--- src/rtuc_pkg.sv ---
// ----------------------------------------------------------------------------
// rtuc_pkg
// Shared types, codes and the CRC-16/MODBUS byte update for the RTU frame
// check and classify block.
// ----------------------------------------------------------------------------
package rtuc_pkg;

  localparam logic [15:0] CRC_INIT = 16'hFFFF;
  localparam logic [15:0] CRC_POLY = 16'hA001;
  localparam logic [15:0] MIN_LEN  = 16'd7;
  localparam logic [15:0] WAVE_LEN = 16'd8;
  localparam logic [7:0]  BCAST_ADDR = 8'h00;

  localparam int unsigned CFG_IDX_W = 3;

  typedef enum logic [CFG_IDX_W-1:0] {
    CFG_LOCAL_ADDR = 3'd0,
    CFG_DISCOVER   = 3'd1,
    CFG_SET_ADDR   = 3'd2,
    CFG_REBOOT     = 3'd3,
    CFG_WAVE_PACK  = 3'd4
  } cfg_idx_e;

  typedef enum logic [2:0] {
    VERD_ACCEPT     = 3'd0,
    VERD_DISCOVER   = 3'd1,
    VERD_SET_ADDR   = 3'd2,
    VERD_REBOOT     = 3'd3,
    VERD_SHORT      = 3'd4,
    VERD_CRC_ERR    = 3'd5,
    VERD_SHORT_WAVE = 3'd6,
    VERD_NOT_OURS   = 3'd7
  } verdict_e;

  typedef struct packed {
    logic [7:0] local_addr;
    logic [7:0] code_discover;
    logic [7:0] code_set_addr;
    logic [7:0] code_reboot;
    logic [7:0] code_wave_pack;
  } cfg_t;

  // Frame state as it stands once the current byte is taken in
  typedef struct packed {
    logic [15:0] crc;
    logic [15:0] rx_crc;
    logic [15:0] count;
    logic [7:0]  addr;
    logic [7:0]  cmd;
    logic [15:0] seq;
    logic [15:0] total;
  } trk_view_t;

  typedef struct packed {
    verdict_e    verdict;
    logic        is_bcast;
    logic [7:0]  frame_addr;
    logic [7:0]  command;
    logic [15:0] pack_seq;
    logic [15:0] pack_total;
    logic [15:0] byte_len;
  } res_t;

  // Reflected CRC-16 update with one byte, LSB first
  function automatic logic [15:0] crc_byte(input logic [15:0] crc, input logic [7:0] b);
    logic [15:0] c;
    c = crc ^ {8'h00, b};
    for (int k = 0; k < 8; k++) begin
      if (c[0]) begin
        c = (c >> 1) ^ CRC_POLY;
      end else begin
        c = c >> 1;
      end
    end
    return c;
  endfunction

endpackage

--- src/rtuc_if.sv ---
// ----------------------------------------------------------------------------
// rtuc_if
// Valid/ready channels: received byte stream and frame verdict stream.
// ----------------------------------------------------------------------------
interface rtuc_in_if;
  logic       valid;
  logic       ready;
  logic [7:0] rx_byte;
  logic       frame_end;

  modport source (output valid, output rx_byte, output frame_end, input ready);
  modport sink   (input valid, input rx_byte, input frame_end, output ready);
endinterface

interface rtuc_out_if;
  logic        valid;
  logic        ready;
  logic [2:0]  verdict;
  logic        is_bcast;
  logic [7:0]  frame_addr;
  logic [7:0]  command;
  logic [15:0] pack_seq;
  logic [15:0] pack_total;
  logic [15:0] byte_len;

  modport source (output valid, output verdict, output is_bcast, output frame_addr,
                  output command, output pack_seq, output pack_total,
                  output byte_len, input ready);
  modport sink   (input valid, input verdict, input is_bcast, input frame_addr,
                  input command, input pack_seq, input pack_total,
                  input byte_len, output ready);
endinterface

--- src/rtuc_frame_track.sv ---
// ----------------------------------------------------------------------------
// rtuc_frame_track
// Per-frame state: running CRC, two-byte hold line, byte count and header
// captures. Cleared after the end byte of each frame.
// ----------------------------------------------------------------------------
module rtuc_frame_track
  import rtuc_pkg::*;
(
  input  logic       clk_i,
  input  logic       rst_ni,
  input  logic       take_i,
  input  logic [7:0] byte_i,
  input  logic       end_i,
  output trk_view_t  view_o
);

  logic [15:0] crc_q, crc_d;
  logic [15:0] count_q, count_d;
  logic [7:0]  held0_q, held1_q;
  logic [7:0]  addr_q, addr_d;
  logic [7:0]  cmd_q, cmd_d;
  logic [15:0] seq_q, seq_d;
  logic [15:0] total_q, total_d;

  always_comb begin
    crc_d   = (count_q >= 16'd2) ? crc_byte(crc_q, held0_q) : crc_q;
    count_d = (count_q == 16'hFFFF) ? count_q : count_q + 16'd1;
    addr_d  = addr_q;
    cmd_d   = cmd_q;
    seq_d   = seq_q;
    total_d = total_q;
    case (count_q)
      16'd0:   addr_d = byte_i;
      16'd1:   cmd_d = byte_i;
      16'd2:   seq_d = {byte_i, seq_q[7:0]};
      16'd3:   seq_d = {seq_q[15:8], byte_i};
      16'd4:   total_d = {byte_i, total_q[7:0]};
      16'd5:   total_d = {total_q[15:8], byte_i};
      default: ;
    endcase
  end

  assign view_o = '{crc:    crc_d,
                    rx_crc: {byte_i, held1_q},
                    count:  count_d,
                    addr:   addr_d,
                    cmd:    cmd_d,
                    seq:    seq_d,
                    total:  total_d};

  always_ff @(posedge clk_i or negedge rst_ni) begin
    if (!rst_ni) begin
      crc_q   <= CRC_INIT;
      count_q <= '0;
      held0_q <= '0;
      held1_q <= '0;
      addr_q  <= '0;
      cmd_q   <= '0;
      seq_q   <= '0;
      total_q <= '0;
    end else if (take_i) begin
      if (end_i) begin
        crc_q   <= CRC_INIT;
        count_q <= '0;
        held0_q <= '0;
        held1_q <= '0;
        addr_q  <= '0;
        cmd_q   <= '0;
        seq_q   <= '0;
        total_q <= '0;
      end else begin
        crc_q   <= crc_d;
        count_q <= count_d;
        held0_q <= held1_q;
        held1_q <= byte_i;
        addr_q  <= addr_d;
        cmd_q   <= cmd_d;
        seq_q   <= seq_d;
        total_q <= total_d;
      end
    end
  end

endmodule

--- src/rtuc_classify.sv ---
// ----------------------------------------------------------------------------
// rtuc_classify
// Verdict decode for a finished frame, first matching test wins.
// ----------------------------------------------------------------------------
module rtuc_classify
  import rtuc_pkg::*;
(
  input  trk_view_t view_i,
  input  cfg_t      cfg_i,
  output res_t      res_o
);

  logic     bcast;
  logic     is_wave;
  logic     wave_ok;
  verdict_e verdict;

  assign bcast   = (view_i.addr == BCAST_ADDR);
  assign is_wave = (view_i.cmd == cfg_i.code_wave_pack);

  always_comb begin
    if (view_i.count < MIN_LEN) begin
      verdict = VERD_SHORT;
    end else if (view_i.rx_crc != view_i.crc) begin
      verdict = VERD_CRC_ERR;
    end else if (is_wave && (view_i.count < WAVE_LEN)) begin
      verdict = VERD_SHORT_WAVE;
    end else if (bcast && (view_i.cmd == cfg_i.code_discover)) begin
      verdict = VERD_DISCOVER;
    end else if (bcast && (view_i.cmd == cfg_i.code_set_addr)) begin
      verdict = VERD_SET_ADDR;
    end else if (bcast && (view_i.cmd == cfg_i.code_reboot)) begin
      verdict = VERD_REBOOT;
    end else if (!bcast && (view_i.addr != cfg_i.local_addr)) begin
      verdict = VERD_NOT_OURS;
    end else begin
      verdict = VERD_ACCEPT;
    end
  end

  // wave words pass only on frames that got past the length and CRC checks
  assign wave_ok = is_wave && (verdict != VERD_SHORT) && (verdict != VERD_CRC_ERR)
                   && (verdict != VERD_SHORT_WAVE);

  assign res_o = '{verdict:    verdict,
                   is_bcast:   bcast,
                   frame_addr: view_i.addr,
                   command:    view_i.cmd,
                   pack_seq:   wave_ok ? view_i.seq : 16'h0000,
                   pack_total: wave_ok ? view_i.total : 16'h0000,
                   byte_len:   view_i.count};

endmodule

--- src/rtu_frame_check_classify.sv ---
// ----------------------------------------------------------------------------
// rtu_frame_check_classify
// Bus frame checker: CRC-16/MODBUS check and request classification.
// ----------------------------------------------------------------------------
// Takes one received byte per transaction on rx_i, frame_end marking the last
// byte, and returns one verdict transaction on res_o per frame. A byte is taken
// every cycle; the verdict is registered as the end byte is accepted. The input
// stays ready while a verdict waits, and only stalls when the result register
// is full and its consumer is not ready in the same cycle. The longest path is
// the unrolled byte-wide CRC update followed by the 16-bit compare against the
// received CRC and the verdict priority decode. The CRC covers all bytes except
// the last two, which are read as the little-endian received CRC. Frames under
// 7 bytes are short; the wave-pack command needs exactly 8 or more. The length
// count saturates at 65535. Configuration registers are written through
// cfg_we_i/cfg_idx_i/cfg_data_i; the user must write them only while no frame
// is in flight; the block does not enforce this. Unknown indices are ignored.
// ----------------------------------------------------------------------------
module rtu_frame_check_classify
  import rtuc_pkg::*;
#(
  parameter logic [7:0] LocalAddrRst = 8'd1
) (
  input  logic                 clk_i,
  input  logic                 rst_ni,
  rtuc_in_if.sink              rx_i,
  rtuc_out_if.source           res_o,
  input  logic                 cfg_we_i,
  input  logic [CFG_IDX_W-1:0] cfg_idx_i,
  input  logic [7:0]           cfg_data_i
);

  cfg_t      cfg_q;
  trk_view_t view;
  res_t      res_d, res_q;
  logic      res_valid_q;
  logic      in_take;

  // Configuration registers
  always_ff @(posedge clk_i or negedge rst_ni) begin
    if (!rst_ni) begin
      cfg_q.local_addr     <= LocalAddrRst;
      cfg_q.code_discover  <= 8'd1;
      cfg_q.code_set_addr  <= 8'd2;
      cfg_q.code_reboot    <= 8'd3;
      cfg_q.code_wave_pack <= 8'd4;
    end else if (cfg_we_i) begin
      case (cfg_idx_i)
        CFG_LOCAL_ADDR: cfg_q.local_addr     <= cfg_data_i;
        CFG_DISCOVER:   cfg_q.code_discover  <= cfg_data_i;
        CFG_SET_ADDR:   cfg_q.code_set_addr  <= cfg_data_i;
        CFG_REBOOT:     cfg_q.code_reboot    <= cfg_data_i;
        CFG_WAVE_PACK:  cfg_q.code_wave_pack <= cfg_data_i;
        default: ;
      endcase
    end
  end

  // Accept unless a verdict is stuck in the result register
  assign rx_i.ready = !res_valid_q || res_o.ready;
  assign in_take    = rx_i.valid && rx_i.ready;

  rtuc_frame_track u_track (
    .clk_i  (clk_i),
    .rst_ni (rst_ni),
    .take_i (in_take),
    .byte_i (rx_i.rx_byte),
    .end_i  (rx_i.frame_end),
    .view_o (view)
  );

  rtuc_classify u_classify (
    .view_i (view),
    .cfg_i  (cfg_q),
    .res_o  (res_d)
  );

  // Result register
  always_ff @(posedge clk_i or negedge rst_ni) begin
    if (!rst_ni) begin
      res_valid_q <= 1'b0;
    end else if (in_take && rx_i.frame_end) begin
      res_valid_q <= 1'b1;
    end else if (res_o.ready) begin
      res_valid_q <= 1'b0;
    end
  end

  always_ff @(posedge clk_i) begin
    if (in_take && rx_i.frame_end) begin
      res_q <= res_d;
    end
  end

  assign res_o.valid      = res_valid_q;
  assign res_o.verdict    = res_q.verdict;
  assign res_o.is_bcast   = res_q.is_bcast;
  assign res_o.frame_addr = res_q.frame_addr;
  assign res_o.command    = res_q.command;
  assign res_o.pack_seq   = res_q.pack_seq;
  assign res_o.pack_total = res_q.pack_total;
  assign res_o.byte_len   = res_q.byte_len;

  // An accepted end byte always leaves a verdict behind
  a_end_gives_verdict: assert property (@(posedge clk_i) disable iff (!rst_ni)
    (in_take && rx_i.frame_end) |=> res_valid_q)
    else $error("end byte accepted without a verdict");

  // A waiting verdict must block new input
  a_no_overwrite: assert property (@(posedge clk_i) disable iff (!rst_ni)
    (res_valid_q && !res_o.ready) |-> !rx_i.ready)
    else $error("input ready while verdict stalled");

  // Short verdict exactly when the length is under the minimum
  a_short_len: assert property (@(posedge clk_i) disable iff (!rst_ni)
    res_valid_q |-> ((res_q.byte_len < MIN_LEN) == (res_q.verdict == VERD_SHORT)))
    else $error("short verdict does not match frame length");

  // Short and CRC-error frames never carry wave words
  a_crc_no_wave: assert property (@(posedge clk_i) disable iff (!rst_ni)
    (res_valid_q && (res_q.verdict == VERD_CRC_ERR || res_q.verdict == VERD_SHORT))
      |-> (res_q.pack_seq == 16'h0000 && res_q.pack_total == 16'h0000))
    else $error("wave words on a rejected frame");

endmodule
--- src/flat_wrapper.sv ---
// flat-port wrapper written by rule: the top's interface ports become plain ports
module rtu_frame_check_classify_flat import rtuc_pkg::*;
#(
  parameter logic [7:0] LocalAddrRst = 8'd1
)
  (clk_i, rst_ni, cfg_we_i, cfg_idx_i, cfg_data_i, rx_i_valid, rx_i_rx_byte, rx_i_frame_end, rx_i_ready, res_o_valid, res_o_verdict, res_o_is_bcast, res_o_frame_addr, res_o_command, res_o_pack_seq, res_o_pack_total, res_o_byte_len, res_o_ready);
  rtuc_in_if rx_i_i ();
  rtuc_out_if res_o_i ();
  input  logic clk_i;
  input  logic rst_ni;
  input  logic cfg_we_i;
  input  logic [CFG_IDX_W-1:0] cfg_idx_i;
  input  logic [7:0] cfg_data_i;
  input wire logic [$bits(rx_i_i.valid)-1:0] rx_i_valid;
  input wire logic [$bits(rx_i_i.rx_byte)-1:0] rx_i_rx_byte;
  input wire logic [$bits(rx_i_i.frame_end)-1:0] rx_i_frame_end;
  output wire logic [$bits(rx_i_i.ready)-1:0] rx_i_ready;
  output wire logic [$bits(res_o_i.valid)-1:0] res_o_valid;
  output wire logic [$bits(res_o_i.verdict)-1:0] res_o_verdict;
  output wire logic [$bits(res_o_i.is_bcast)-1:0] res_o_is_bcast;
  output wire logic [$bits(res_o_i.frame_addr)-1:0] res_o_frame_addr;
  output wire logic [$bits(res_o_i.command)-1:0] res_o_command;
  output wire logic [$bits(res_o_i.pack_seq)-1:0] res_o_pack_seq;
  output wire logic [$bits(res_o_i.pack_total)-1:0] res_o_pack_total;
  output wire logic [$bits(res_o_i.byte_len)-1:0] res_o_byte_len;
  input wire logic [$bits(res_o_i.ready)-1:0] res_o_ready;
  assign rx_i_i.valid = rx_i_valid;
  assign rx_i_i.rx_byte = rx_i_rx_byte;
  assign rx_i_i.frame_end = rx_i_frame_end;
  assign rx_i_ready = rx_i_i.ready;
  assign res_o_valid = res_o_i.valid;
  assign res_o_verdict = res_o_i.verdict;
  assign res_o_is_bcast = res_o_i.is_bcast;
  assign res_o_frame_addr = res_o_i.frame_addr;
  assign res_o_command = res_o_i.command;
  assign res_o_pack_seq = res_o_i.pack_seq;
  assign res_o_pack_total = res_o_i.pack_total;
  assign res_o_byte_len = res_o_i.byte_len;
  assign res_o_i.ready = res_o_ready;
  rtu_frame_check_classify #(.LocalAddrRst(LocalAddrRst)) u_core (.clk_i(clk_i), .rst_ni(rst_ni), .rx_i(rx_i_i), .res_o(res_o_i), .cfg_we_i(cfg_we_i), .cfg_idx_i(cfg_idx_i), .cfg_data_i(cfg_data_i));
endmodule
--- config.mk ---
export PLATFORM = sky130hd
export DESIGN_NAME = rtu_frame_check_classify_flat
export DESIGN_NICKNAME = d
export VERILOG_FILES = /design/src/rtuc_pkg.sv /design/src/rtuc_if.sv /design/src/rtuc_frame_track.sv /design/src/rtuc_classify.sv /design/src/rtu_frame_check_classify.sv /design/src/flat_wrapper.sv
export SDC_FILE = /design/constraint.sdc
export NUM_CORES = 1
export LEC_CHECK = 0
export ABC_CLOCK_PERIOD_IN_PS = 4280
export BUFFER_PORTS_ARGS = -buffer_cell sky130_fd_sc_hd__buf_2
export CORE_MARGIN = 2
export CORE_UTILIZATION = 60
export DETAILED_ROUTE_END_ITERATION = 7
export HOLD_SLACK_MARGIN = 0.15
export MAX_ROUTING_LAYER = met4
export PLACE_DENSITY = 0.88
export SLEW_MARGIN = 20
export SYNTH_ARGS = -nofsm -noshare
export SYNTH_HDL_FRONTEND = slang
export SYNTH_SLANG_ARGS = --single-unit
--- constraint.sdc ---
create_clock -name clk_i -period 4.28 [get_ports clk_i]
set_input_delay 0.642 -clock clk_i [delete_from_list [all_inputs] [get_ports clk_i]]
set_output_delay 0.642 -clock clk_i [all_outputs]
set_load 0.02 [all_outputs]
### Yosys cells after proc, flatten, opt, wreduce, memory -nomap -nowiden

Cells that the tools add are included.

* mux-type cells: 31
* bitwise logic cells: 9
* magnitude comparators: 3
* $mul: 0
* div/mod/pow operators: 0
* eq/ne operators: 19
* add/subtract/negate cells: 1
* shifts and indexed selects: 0
* reduce and logical (&&, ||, !) cells: 22

Operators with widths (number)
* $mux 16: 14
* $pmux 16 s2: 2
* $mux 8: 6
* $eq 16x2->1 const B: 2
* $eq 16x3->1 const B: 2
* $eq 8x8->1: 4
* $not 2->3: 8
* $mux 3: 7
* $add 16x1->16 const B: 1
* $eq 16x1->1 const B: 1
* $eq 16x16->1 const B: 1
* $ge 16x2->1 const B: 1
* $logic_not 16->1: 1
* $lt 16x3->1 const B: 1
* $lt 16x4->1 const B: 1
* $ne 16x16->1: 1
* $xor 16x8->16: 1
* $logic_and 1x1->1: 10
* $reduce_and 2->1: 5
* $ne 3x3->1 const B: 3
* $logic_not 8->1: 1
* $ne 8x8->1: 1
* $eq 3x2->1 const B: 2
* $eq 3x1->1 const B: 1
* 6 further kinds: 8

* bits in read-only memories: 0
* latch bits: 0
* input bits: 25
* register bits: 205
* memories kept: 0
* bits in writable memories: 0

### Depth between registers and ports, before layout

Gate-level depths: netlist (run 1).

* depth in word-level cells: 25
* mapped depth: 13

### Cells and area by module

A second synthesis (run 1) with hierarchy kept.

* cells, all modules: 919
* area total of the unflattened synthesis: 10687.8 sq um

Modules (own cells, without submodules)
* rtuc_frame_track: instances 1, cells each 594, area each 5841.9 sq um
* rtu_frame_check_classify: instances 1, cells each 162, area each 3632.2 sq um
* rtuc_classify: instances 1, cells each 163, area each 1213.7 sq um

### Worst setup path before layout (run 1)

Ideal clock, no wire load.

* kind: input -> register
* start: input res_o_ready
* end: register u_core.res_q, in the netlist u_core.res_o.byte_len[0] (enable)
* buffers on the path: 2
* arrival: 3.064 ns
* path slack: 0.794 ns
* setup time: 0.422 ns
* stages: 6
* cell sequence: nand2b_1 -> and2_1 -> clkbuf_1 -> clkbuf_1 -> nand2_1 -> inv_1

* cells in the longest elaborated chain, start to end: 3

RTL lines
* start: declaration: line flat_wrapper.sv:26 `input wire logic [$bits(res_o_i.ready)-1:0] res_o_ready;`
* $logic_or 1x1->1: line rtu_frame_check_classify.sv:59 `assign rx_i.ready = !res_valid_q || res_o.ready;`
* $logic_and 1x1->1: line rtu_frame_check_classify.sv:60 `assign in_take = rx_i.valid && rx_i.ready;`
* $logic_and 1x1->1: line rtu_frame_check_classify.sv:89 `if (in_take && rx_i.frame_end) begin`
* end signal: assignment: line rtu_frame_check_classify.sv:90 `res_q <= res_d;`
* end: declaration: line rtu_frame_check_classify.sv:34 `res_t res_d, res_q;`

Every way passes these cells.
A chain may end at the register's enable or synchronous reset.

### Worst setup path after layout (run 1)

* start: register u_core.u_track.count_q[14]
* end: register u_core.res_q, in the netlist u_core.res_o.pack_seq[11] (data pin)

* cells in the longest elaborated chain, start to end: 16
* elaborated cells between the ends (all ways): 40

RTL lines
* start: declaration: line rtuc_frame_track.sv:18 `logic [15:0] count_q, count_d;`
* start signal: assignment: line rtuc_frame_track.sv:73 `count_q <= count_d;`
* branches (longest 16 deep; another with $add 16x1->16)

Several ways; the timed one is not identified.

==> flow_metrics.py, run 1 <==
metrics = {
    "outcome": {
        "status": "finished, final reports clean",
    },
    "critical_path": {
        "worstSetupPathType": "reg -> reg",
        "end_kind": "flop",
        "startpoint_type": "flop",
        "cp_data_arrival_time_ns": 4.09,
        "slowest_delay_ns": 0.51,
        "cp_max_fo": 32,
        "crit_chain": "nor4_1 > and2_1 > and3_2 > mux2i_1 > xnor2_1 > nor3_1 > nor2b_1 > nand4_4 > nor2_1",
        "cp_slowest_cell": "mux2i_1",
        "critPathRequiredTime_ns": 4.62,
    },
    "clock_network": {
        "ctsHoldBuffers": 0,
        "cts_tree": "done",
        "clockBufferDepth": 3,
        "htreeDepth": 1,
        "clk_latency_ns": 0.51,
        "numCtsBuffers": 21,
        "clock-sinks": 205,
        "clkTransAtPathRegs_ns": 0.06,
        "postCtsSetupBuffers": 0,
        "cts-root-buf": "clkbuf_16",
    },
    "timing": {
        "fin_setup_tns_ns": 0,
        "finClkSkew_ns": 0.0124,
        "tightest_slew_ns": 0.881,
        "fmax_mhz": 267,
        "rsz0062_at_grt": "false",
        "fin_crit_sh": 0.875,
        "maxSlewHeadroom": 0.413,
        "hold_viol_final": 0,
        "setup_viol": 0,
        "fin_crit_ns": 3.74,
        "maxSlewViolCount": 0,
    },
    "pwr": {
        "p_leak_nw": 4.79,
        "internal_power_w": 0.00424,
        "power_frac_clock": 0.292,
        "p_seq_frac": 0.414,
        "p_sw_w": 0.00204,
        "vdd_drop_max_uv": 385,
        "p_comb_frac": 0.294,
        "swShare": 0.325,
        "powerDensity_nw_per_um2": 543,
    },
    "floorplan": {
        "num_rows": 47,
        "design.die.area_um2": 18100,
        "die_w_um": 135,
        "core_um2": 16600,
        "pin_count": 95,
        "chipHeight_um": 135,
        "start_util": 0.615,
    },
    "global_routing": {
        "gr-usage-all-layers": 0.289,
        "globalRouteOverflowTotal": 0,
        "grt.met2_usage": 0.448,
        "antenna_found_initial": 0,
        "grt_util_met1": 0.389,
        "grt_max_degree": 138,
        "grt.busiest_layer": "met2",
        "grt_pass1_vias": 7578,
        "use_met3": 0.0413,
        "grt_pass1_wl_um": 40100,
    },
    "placed_design": {
        "post_dp_cell_area_um2": 10900,
        "gp_congestion": 0.947,
        "portBuffers": 94,
        "hpwl_um": 16500,
    },
    "synth": {
        "synth_area_leaders": "dfrtp_1 28%, edfxtp_1 20%, dfstp_2 5.6%",
        "seq_area_frac_synth": 0.537,
        "synth_flop_cell": "dfrtp_1",
        "synth_top_cell_area_share": 0.281,
        "synth.avg_cell_area_um2": 11.0,
        "yosysWarnings": 0,
        "synthArstFlopShare": 0.668,
        "synth_seq_cells": 205,
        "yosys.area.top_type": "dfrtp_1",
        "syn-instance-count": 934,
        "ys_types": 63,
        "synth_area_um2": 10200,
        "synth_edf_count": 68,
        "syn-num-nets": 963,
    },
    "routing": {
        "first_iter_violations": 991,
        "drc": 0,
        "finalWirelength_um": 24900,
        "vias": 7701,
        "final_antenna_net_count": 0,
        "wl_per_cell_um": 20.1,
        "dr.pass1.iters": 5,
        "viasPerCell": 6.21,
    },
    "final_layout": {
        "drive_gt1_frac": 0.209,
        "syn_to_final_growth_pct": 12.8,
        "mostFrequentLayoutCells": "115 x dfrtp_1, 94 x nand2_1, 93 x buf_2",
        "diodes": 0,
        "fin_nets": 1034,
        "finalInstanceArea_um2": 11600,
        "final_common_cell": "dfrtp_1",
    },
    "flow_run": {
        "drv_cap": 0,
    },
    "min_path": {
        "hold_class": "in -> async",
    },
}
-- synthesized netlist by cell type, drive strengths merged, types with 2 or more instances --
master / instances
a21oi: 9
o22ai: 6
buf: 16
mux2i: 22
xnor2: 58
mux2: 40
nor2: 63
nor3b: 2
clkbuf: 43
nor2b: 9
and3: 7
nand3: 18
a22oi: 33
nand4: 15
dfrtp: 115
and4: 5
o21ai: 59
edfxtp: 68
a211oi: 2
ha: 4
nor3: 13
and2: 7
o21a: 2
nor4b: 3
o31ai: 5
nor4: 14
or4: 2
o22a: 28
a22o: 25
xor2: 40
nand2b: 15
a31oi: 9
dfstp: 22
nand2: 95
inv: 35
a2111oi: 2
a222oi: 2
nand3b: 6
-- what timing repair did --
action / in CTS / in global routing
hold endpoints to repair: 0 / 0
resized for setup: 0 / 1
setup endpoints to repair: 0 / 2
-- sequential cells by signal, summed over array words and instances, names as in the netlist, 16 cells and up --
register,flops
u_core.res_o.pack_seq,16
u_core.res_o.byte_len,16
u_core.u_track.count_q,16
u_core.res_o.pack_total,16
u_core.u_track.crc_q,16
u_core.cfg_q,40
u_core.u_track.seq_q,16
u_core.u_track.total_q,16
-- final timing paths --
kind	cells past startpoint	startpoint	end	slack [ns]
max reg2reg	9	u_core.u_track.count_q[14]	u_core.res_o.pack_seq[11]	0.54
min	2	rst_ni	u_core.u_track.seq_q[4]	0.24
min reg2reg	2	u_core.u_track.total_q[6]	u_core.u_track.total_q[6]	0.48
max	9	u_core.u_track.count_q[14]	u_core.res_o.pack_seq[11]	0.54
min in group clk_i	3	rx_i_frame_end	u_core.res_o.valid	0.40
max in group asynchronous	2	rst_ni	u_core.u_track.count_q[10]	3.48
-- cell type report --
| class | count | area, um2 |
|---|---|---|
| Clock buffer | 29 | 618 |
| Clock inverter | 9 | 72.6 |
| Fill cell | 1143 | 5090 |
| Inverter | 35 | 131 |
| Multi-Input combinational cell | 635 | 4360 |
| Sequential cell | 205 | 5500 |
| Tap cell | 220 | 275 |
| Timing Repair Buffer | 107 | 596 |
-- metrics by stage --
stage	setup WS (ns)	utilization	hold slack, ns	instances	power (W)
after floorplan	0.794	-	0.346	934	0.00401
after global placement	0.632	0.652	0.463	1202	0.00439
after detailed placement	0.450	0.652	0.471	1202	0.00444
after CTS	0.422	0.694	0.292	1240	0.00628
after global routing	0.183	0.694	0.295	1240	0.00657
final	0.535	0.694	0.235	1240	0.00628
-- critical path, delay by kind of cell, from the launching register on --
family                    cells  cell delay, ns
DFF                           1            0.46
muxes                         1            0.51
xor gates and xnor gates      1            0.13
and+or+nand+nor               7            2.46
-- layer usage --
layer | share of wire | up-vias | wire length, um
li1 | - | 3491 | -
met1 | 0.41 | 3797 | 10200
met2 | 0.49 | 343 | 12200
met3 | 0.072 | 70 | 1800
met4 | 0.030 | 0 | 750
met5 | 0 | - | 0
-- kinds of logic after synthesis --
| logic type | count (synthesis) | share of synthesized area |
|---|---|---|
| AND/OR/NAND/NOR | 275 | 0.134 |
| flip-flops | 205 | 0.537 |
| multiplexers | 62 | 0.0655 |
| buffers and inverters | 94 | 0.0378 |
| AO/OA/AOI/OAI | 195 | 0.135 |
| XOR/XNOR | 99 | 0.0860 |
| adder cells (fa/ha/maj) | 4 | 0.00489 |
-- power groups by stage --
stage          Sequential [W]  Clock (W)  Combinational, W
2_1_floorplan         0.00261          0           0.00140
3_3_place_gp          0.00261          0           0.00178
3_5_place_dp          0.00262          0           0.00182
4_1_cts               0.00259    0.00185           0.00184
5_1_grt               0.00263    0.00194           0.00200
6_report              0.00260    0.00183           0.00184
Note: power is estimated with default switching activity, not from simulation.
==> inputs of run 2 (changes only) <==
BUFFER_PORTS_ARGS = -buffer_cell sky130_fd_sc_hd__clkbuf_2   (was -buffer_cell sky130_fd_sc_hd__buf_2)
==> flow_metrics.py, run 2 (synthesis gave the netlist of run 1 again) <==
metrics = {
    "floorplan": {
        "die_w_um": 135,
        "pin_count": 95,
        "core_um2": 16600,
        "design.die.area_um2": 18100,
        "num_rows": 47,
        "chipHeight_um": 135,
        "start_util": 0.615,
    },
    "pwr": {
        "p_comb_frac": 0.296,
        "powerDensity_nw_per_um2": 543,
        "power_frac_clock": 0.288,
        "swShare": 0.330,
        "internal_power_w": 0.00420,
        "p_seq_frac": 0.416,
        "p_sw_w": 0.00207,
        "vdd_drop_max_uv": 365,
        "p_leak_nw": 4.80,
    },
    "global_routing": {
        "antenna_found_initial": 0,
        "grt_max_degree": 85,
        "grt_pass1_vias": 7560,
        "globalRouteOverflowTotal": 0,
        "grt_pass1_wl_um": 40200,
        "gr-usage-all-layers": 0.288,
    },
    "final_layout": {
        "multi_input_area_um2": 4370,
        "top_register": "u_core.cfg_q",
        "fin_nets": 1033,
        "mostFrequentLayoutCells": "115 x dfrtp_1, 94 x nand2_1, 93 x clkbuf_2",
        "largest_reg_flops": 40,
        "syn_to_final_growth_pct": 12.7,
        "final_common_cell": "dfrtp_1",
        "regArea_um2": 5500,
        "final_util": 0.693,
        "drive_gt1_frac": 0.209,
        "finalInstanceArea_um2": 11500,
        "fill_cells": 1151,
        "diodes": 0,
        "final_cells": 1239,
    },
    "routing": {
        "finalWirelength_um": 25000,
        "viasPerCell": 6.26,
        "vias": 7762,
        "dr.pass1.iters": 6,
        "first_iter_violations": 1111,
        "wl_per_cell_um": 20.2,
        "final_antenna_net_count": 0,
        "drc": 0,
    },
    "clock_network": {
        "cts-root-buf": "clkbuf_16",
        "clkTransAtPathRegs_ns": 0.06,
        "ctsHoldBuffers": 0,
        "numCtsBuffers": 21,
        "postCtsSetupBuffers": 0,
        "htreeDepth": 1,
        "cts_tree": "done",
        "cts_resized": 0,
        "clock-sinks": 205,
        "clk_latency_ns": 0.51,
        "clockBufferDepth": 3,
    },
    "timing": {
        "fin_crit_sh": 0.928,
        "fmax_mhz": 252,
        "fin_crit_ns": 3.97,
        "hold_viol_final": 0,
        "maxSlewHeadroom": 0.415,
        "setup_viol": 0,
        "tightest_slew_ns": 0.878,
        "maxSlewViolCount": 0,
        "rsz0062_at_grt": "false",
        "fin_setup_tns_ns": 0,
        "finClkSkew_ns": 0.0160,
    },
    "outcome": {
        "status": "finished, final reports clean",
    },
    "critical_path": {
        "startpoint_type": "flop",
        "r2r-start": "u_core.u_track.count_q[14]",
        "cp_data_arrival_time_ns": 4.32,
        "cp_max_fo": 32,
        "end_kind": "flop",
        "critPathRequiredTime_ns": 4.63,
        "rr_worst_depth": 9,
        "worstSetupPathType": "reg -> reg",
        "cp-startpoint": "u_core.u_track.count_q[14]",
    },
    "flow_run": {
        "drv_cap": 0,
    },
    "placed_design": {
        "hpwl_um": 16600,
        "post_dp_cell_area_um2": 10800,
        "portBuffers": 94,
        "dp.cells": 1201,
        "gp_congestion": 0.964,
    },
    "min_path": {
        "hold_class": "in -> async",
    },
}
-- run 2: final timing paths --
check | to | slack [ns]
setup / recovery | u_core.res_o.pack_seq[12] | 0.31
hold / removal | u_core.u_track.addr_q[2] | 0.18
setup reg to reg | u_core.res_o.pack_seq[12] | 0.31
hold reg to reg | u_core.u_track.total_q[11] | 0.48
max in group asynchronous | u_core.u_track.crc_q[1] | 3.17
min in group clk_i | u_core.cfg_q[32] | 0.43
-- run 2: critical path: stages (launching register included) --
cell and delay, ns:
dfrtp_1 0.46, nor4_1 0.48, and2_1 0.29, and3_1 0.59, mux2i_1 0.55, xnor2_1 0.12
nor3_1 0.31, nor2b_1 0.29, nand4_4 0.43, nor2_1 0.27
-- run 2: power by group through the flow --
stage	Sequential, W	Combinational [W]	Clock, W
final	0.00261	0.00186	0.00180
after global routing	0.00264	0.00200	0.00190
after CTS	0.00260	0.00184	0.00181
after detailed placement	0.00263	0.00182	0
after global placement	0.00261	0.00177	0
after floorplan	0.00261	0.00140	0
-- run 2: metal layers --
layer / track usage / wire, um
met3: 0.0465 / 2030
met2: 0.454 / 12300
met5: - / 0
met1: 0.385 / 10100
met4: 0.0988 / 646
-- run 2: cell type report --
type                            count  area share
Clock buffer                       25      0.0505
Multi-Input combinational cell    635       0.379
Timing Repair Buffer              106      0.0510
Clock inverter                     13     0.00813
Sequential cell                   205       0.477
Inverter                           35      0.0114
Tap cell                          220      0.0239
-- run 2: per-stage QoR --
| stage | hold slack, ns | total power [W] | setup slack [ns] |
|---|---|---|---|
| global route | 0.230 | 0.00654 | 0.0475 |
| floorplan | 0.346 | 0.00401 | 0.794 |
| CTS | 0.202 | 0.00625 | 0.427 |
| global placement | 0.462 | 0.00438 | 0.628 |
| detailed placement | 0.471 | 0.00445 | 0.449 |
| finish | 0.176 | 0.00627 | 0.309 |
==> inputs of run 3 (changes only) <==
==> constraint.sdc (replaced) <==
create_clock -name clk_i -period 4.28 [get_ports clk_i]
set_input_delay 0.428 -clock clk_i [delete_from_list [all_inputs] [get_ports clk_i]]
set_output_delay 0.428 -clock clk_i [all_outputs]
set_load 0.02 [all_outputs]
==> flow_metrics.py, run 3 (synthesis gave the netlist of run 1 again) <==
metrics = {
    "floorplan": {
        "die_w_um": 135,
        "design.die.area_um2": 18100,
        "core_um2": 16600,
        "num_rows": 47,
        "pin_count": 95,
        "chipHeight_um": 135,
        "start_util": 0.615,
    },
    "clock_network": {
        "cts-root-buf": "clkbuf_16",
        "clk_latency_ns": 0.49,
        "clockBufferDepth": 3,
        "clock-sinks": 205,
        "postCtsSetupBuffers": 0,
        "numCtsBuffers": 21,
        "cts_tree": "done",
        "htreeDepth": 1,
        "clkTransAtPathRegs_ns": 0.06,
    },
    "min_path": {
        "hold_class": "in -> reg",
        "hold_depth": 3,
    },
    "pwr": {
        "vdd_drop_max_uv": 395,
        "powerDensity_nw_per_um2": 549,
        "power_w": 0.00634,
        "p_leak_nw": 4.79,
    },
    "timing": {
        "rsz0062_at_grt": "false",
        "fmax_mhz": 252,
        "hold_viol_final": 0,
        "maxSlewHeadroom": 0.331,
        "maxSlewViolCount": 0,
        "hold_ws_ns": 0.201,
        "fin_crit_ns": 3.96,
        "layout_setup_ws_ns": 0.315,
        "setup_viol": 0,
        "finClkSkew_ns": 0.0102,
        "fin_crit_sh": 0.926,
        "tightest_slew_ns": 0.994,
        "fin_setup_tns_ns": 0,
    },
    "placed_design": {
        "gp_congestion": 0.993,
        "post_dp_cell_area_um2": 10800,
        "hpwl_um": 16600,
        "place_ws_ns": 0.474,
        "portBuffers": 94,
    },
    "final_layout": {
        "drive_gt1_frac": 0.202,
        "diodes": 0,
        "fill_cells": 1102,
        "regArea_um2": 5500,
        "fin_nets": 1033,
        "multi_input_area_um2": 4360,
        "final_common_cell": "dfrtp_1",
        "finalInstanceArea_um2": 11500,
        "top_register": "u_core.cfg_q",
        "mostFrequentLayoutCells": "115 x dfrtp_1, 94 x nand2_1, 93 x clkbuf_2",
        "syn_to_final_growth_pct": 12.7,
        "largest_reg_flops": 40,
    },
    "critical_path": {
        "cp-startpoint": "u_core.u_track.count_q[13]",
        "rr_worst_depth": 9,
        "worstSetupPathType": "reg -> reg",
        "startpoint_type": "flop",
        "end_kind": "flop",
        "endpoint": "u_core.res_o.pack_total[8]",
        "r2r_end": "u_core.res_o.pack_total[8]",
        "critPathRequiredTime_ns": 4.60,
        "rrSetupSlack_ns": 0.32,
        "r2r-start": "u_core.u_track.count_q[13]",
        "cp_data_arrival_time_ns": 4.29,
        "cp_max_fo": 32,
    },
    "flow_run": {
        "drv_cap": 0,
    },
    "outcome": {
        "status": "finished, final reports clean",
    },
    "global_routing": {
        "gr-usage-all-layers": 0.297,
        "grt_pass1_wl_um": 41300,
        "antenna_found_initial": 0,
        "grt_max_degree": 76,
        "globalRouteOverflowTotal": 0,
        "grt_pass1_vias": 7749,
    },
    "routing": {
        "wl_per_cell_um": 20.8,
        "vias": 7888,
        "first_iter_violations": 939,
        "viasPerCell": 6.37,
        "final_antenna_net_count": 0,
        "finalWirelength_um": 25700,
        "drc": 0,
        "dr.pass1.iters": 5,
    },
}
## run 3: changes by cell type in the layout (fill, tap and decap cells not counted), moves of 2 or more
cell       delta
bufinv_16     +2
clkbuf_1      +5
clkinv_2      -5
clkbuf_16     -2
## run 3: per-layer routing
layer | GRT usage | vias up | wire length (um)
li1 | - | 3491 | -
met2 | 0.474 | 438 | 12800
met1 | 0.387 | 3872 | 10200
met3 | 0.0469 | 87 | 1960
met5 | - | - | 0
met4 | 0.115 | 0 | 837
## run 3: critical path, cell delays in order (launching register included)
cell     delay (ns)
dfrtp_1        0.49
nor4_1         0.46
and2_1         0.31
and3_1         0.57
mux2i_1        0.51
xnor2_1        0.11
nor3_1         0.31
nor2b_1        0.28
nand4_4        0.44
nor2_1         0.28
## run 3: cell type report
type / count / share of cell area
tap: 220 / 0.0238
multi-input combinational: 635 / 0.378
sequential: 205 / 0.476
timing repair buffer: 106 / 0.0512
clock buffer: 29 / 0.0490
inverter: 35 / 0.0114
clock inverter: 8 / 0.0103
## run 3: stage by stage
stage               cells   util
floorplan             934      -
finish               1238  0.694
global placement     1200  0.651
global route         1238  0.694
CTS                  1238  0.693
detailed placement   1200  0.651
## run 3: where the power goes
| group | leakage (nW) | total (W) | switching [W] | internal [W] |
|---|---|---|---|---|
| Clock | 0.334 | 0.00184 | 0.000734 | 0.00111 |
| Combinational | 2.06 | 0.00189 | 0.00107 | 0.000818 |
| Sequential | 2.39 | 0.00261 | 0.000266 | 0.00235 |
## run 3: worst min path at each step
stage | slack, ns | startpoint | to
after floorplan | 0.13 | rst_ni | u_core.cfg_q[0]
after global placement | 0.46 | u_core.u_track.total_q[8] | u_core.u_track.total_q[8]
after detailed placement | 0.48 | u_core.u_track.total_q[5] | u_core.u_track.total_q[5]
after CTS | 0.20 | rx_i_frame_end | u_core.res_o.valid
after global routing | 0.23 | rx_i_frame_end | u_core.res_o.valid
final | 0.20 | rx_i_frame_end | u_core.res_o.valid
## run 3: repair_timing
item / in CTS / in global routing
resized for setup: 0 / 0
hold buffers: 1 / 0
endpoints found under the setup margin: 0 / 0
endpoints found under the hold margin: 56 / 0
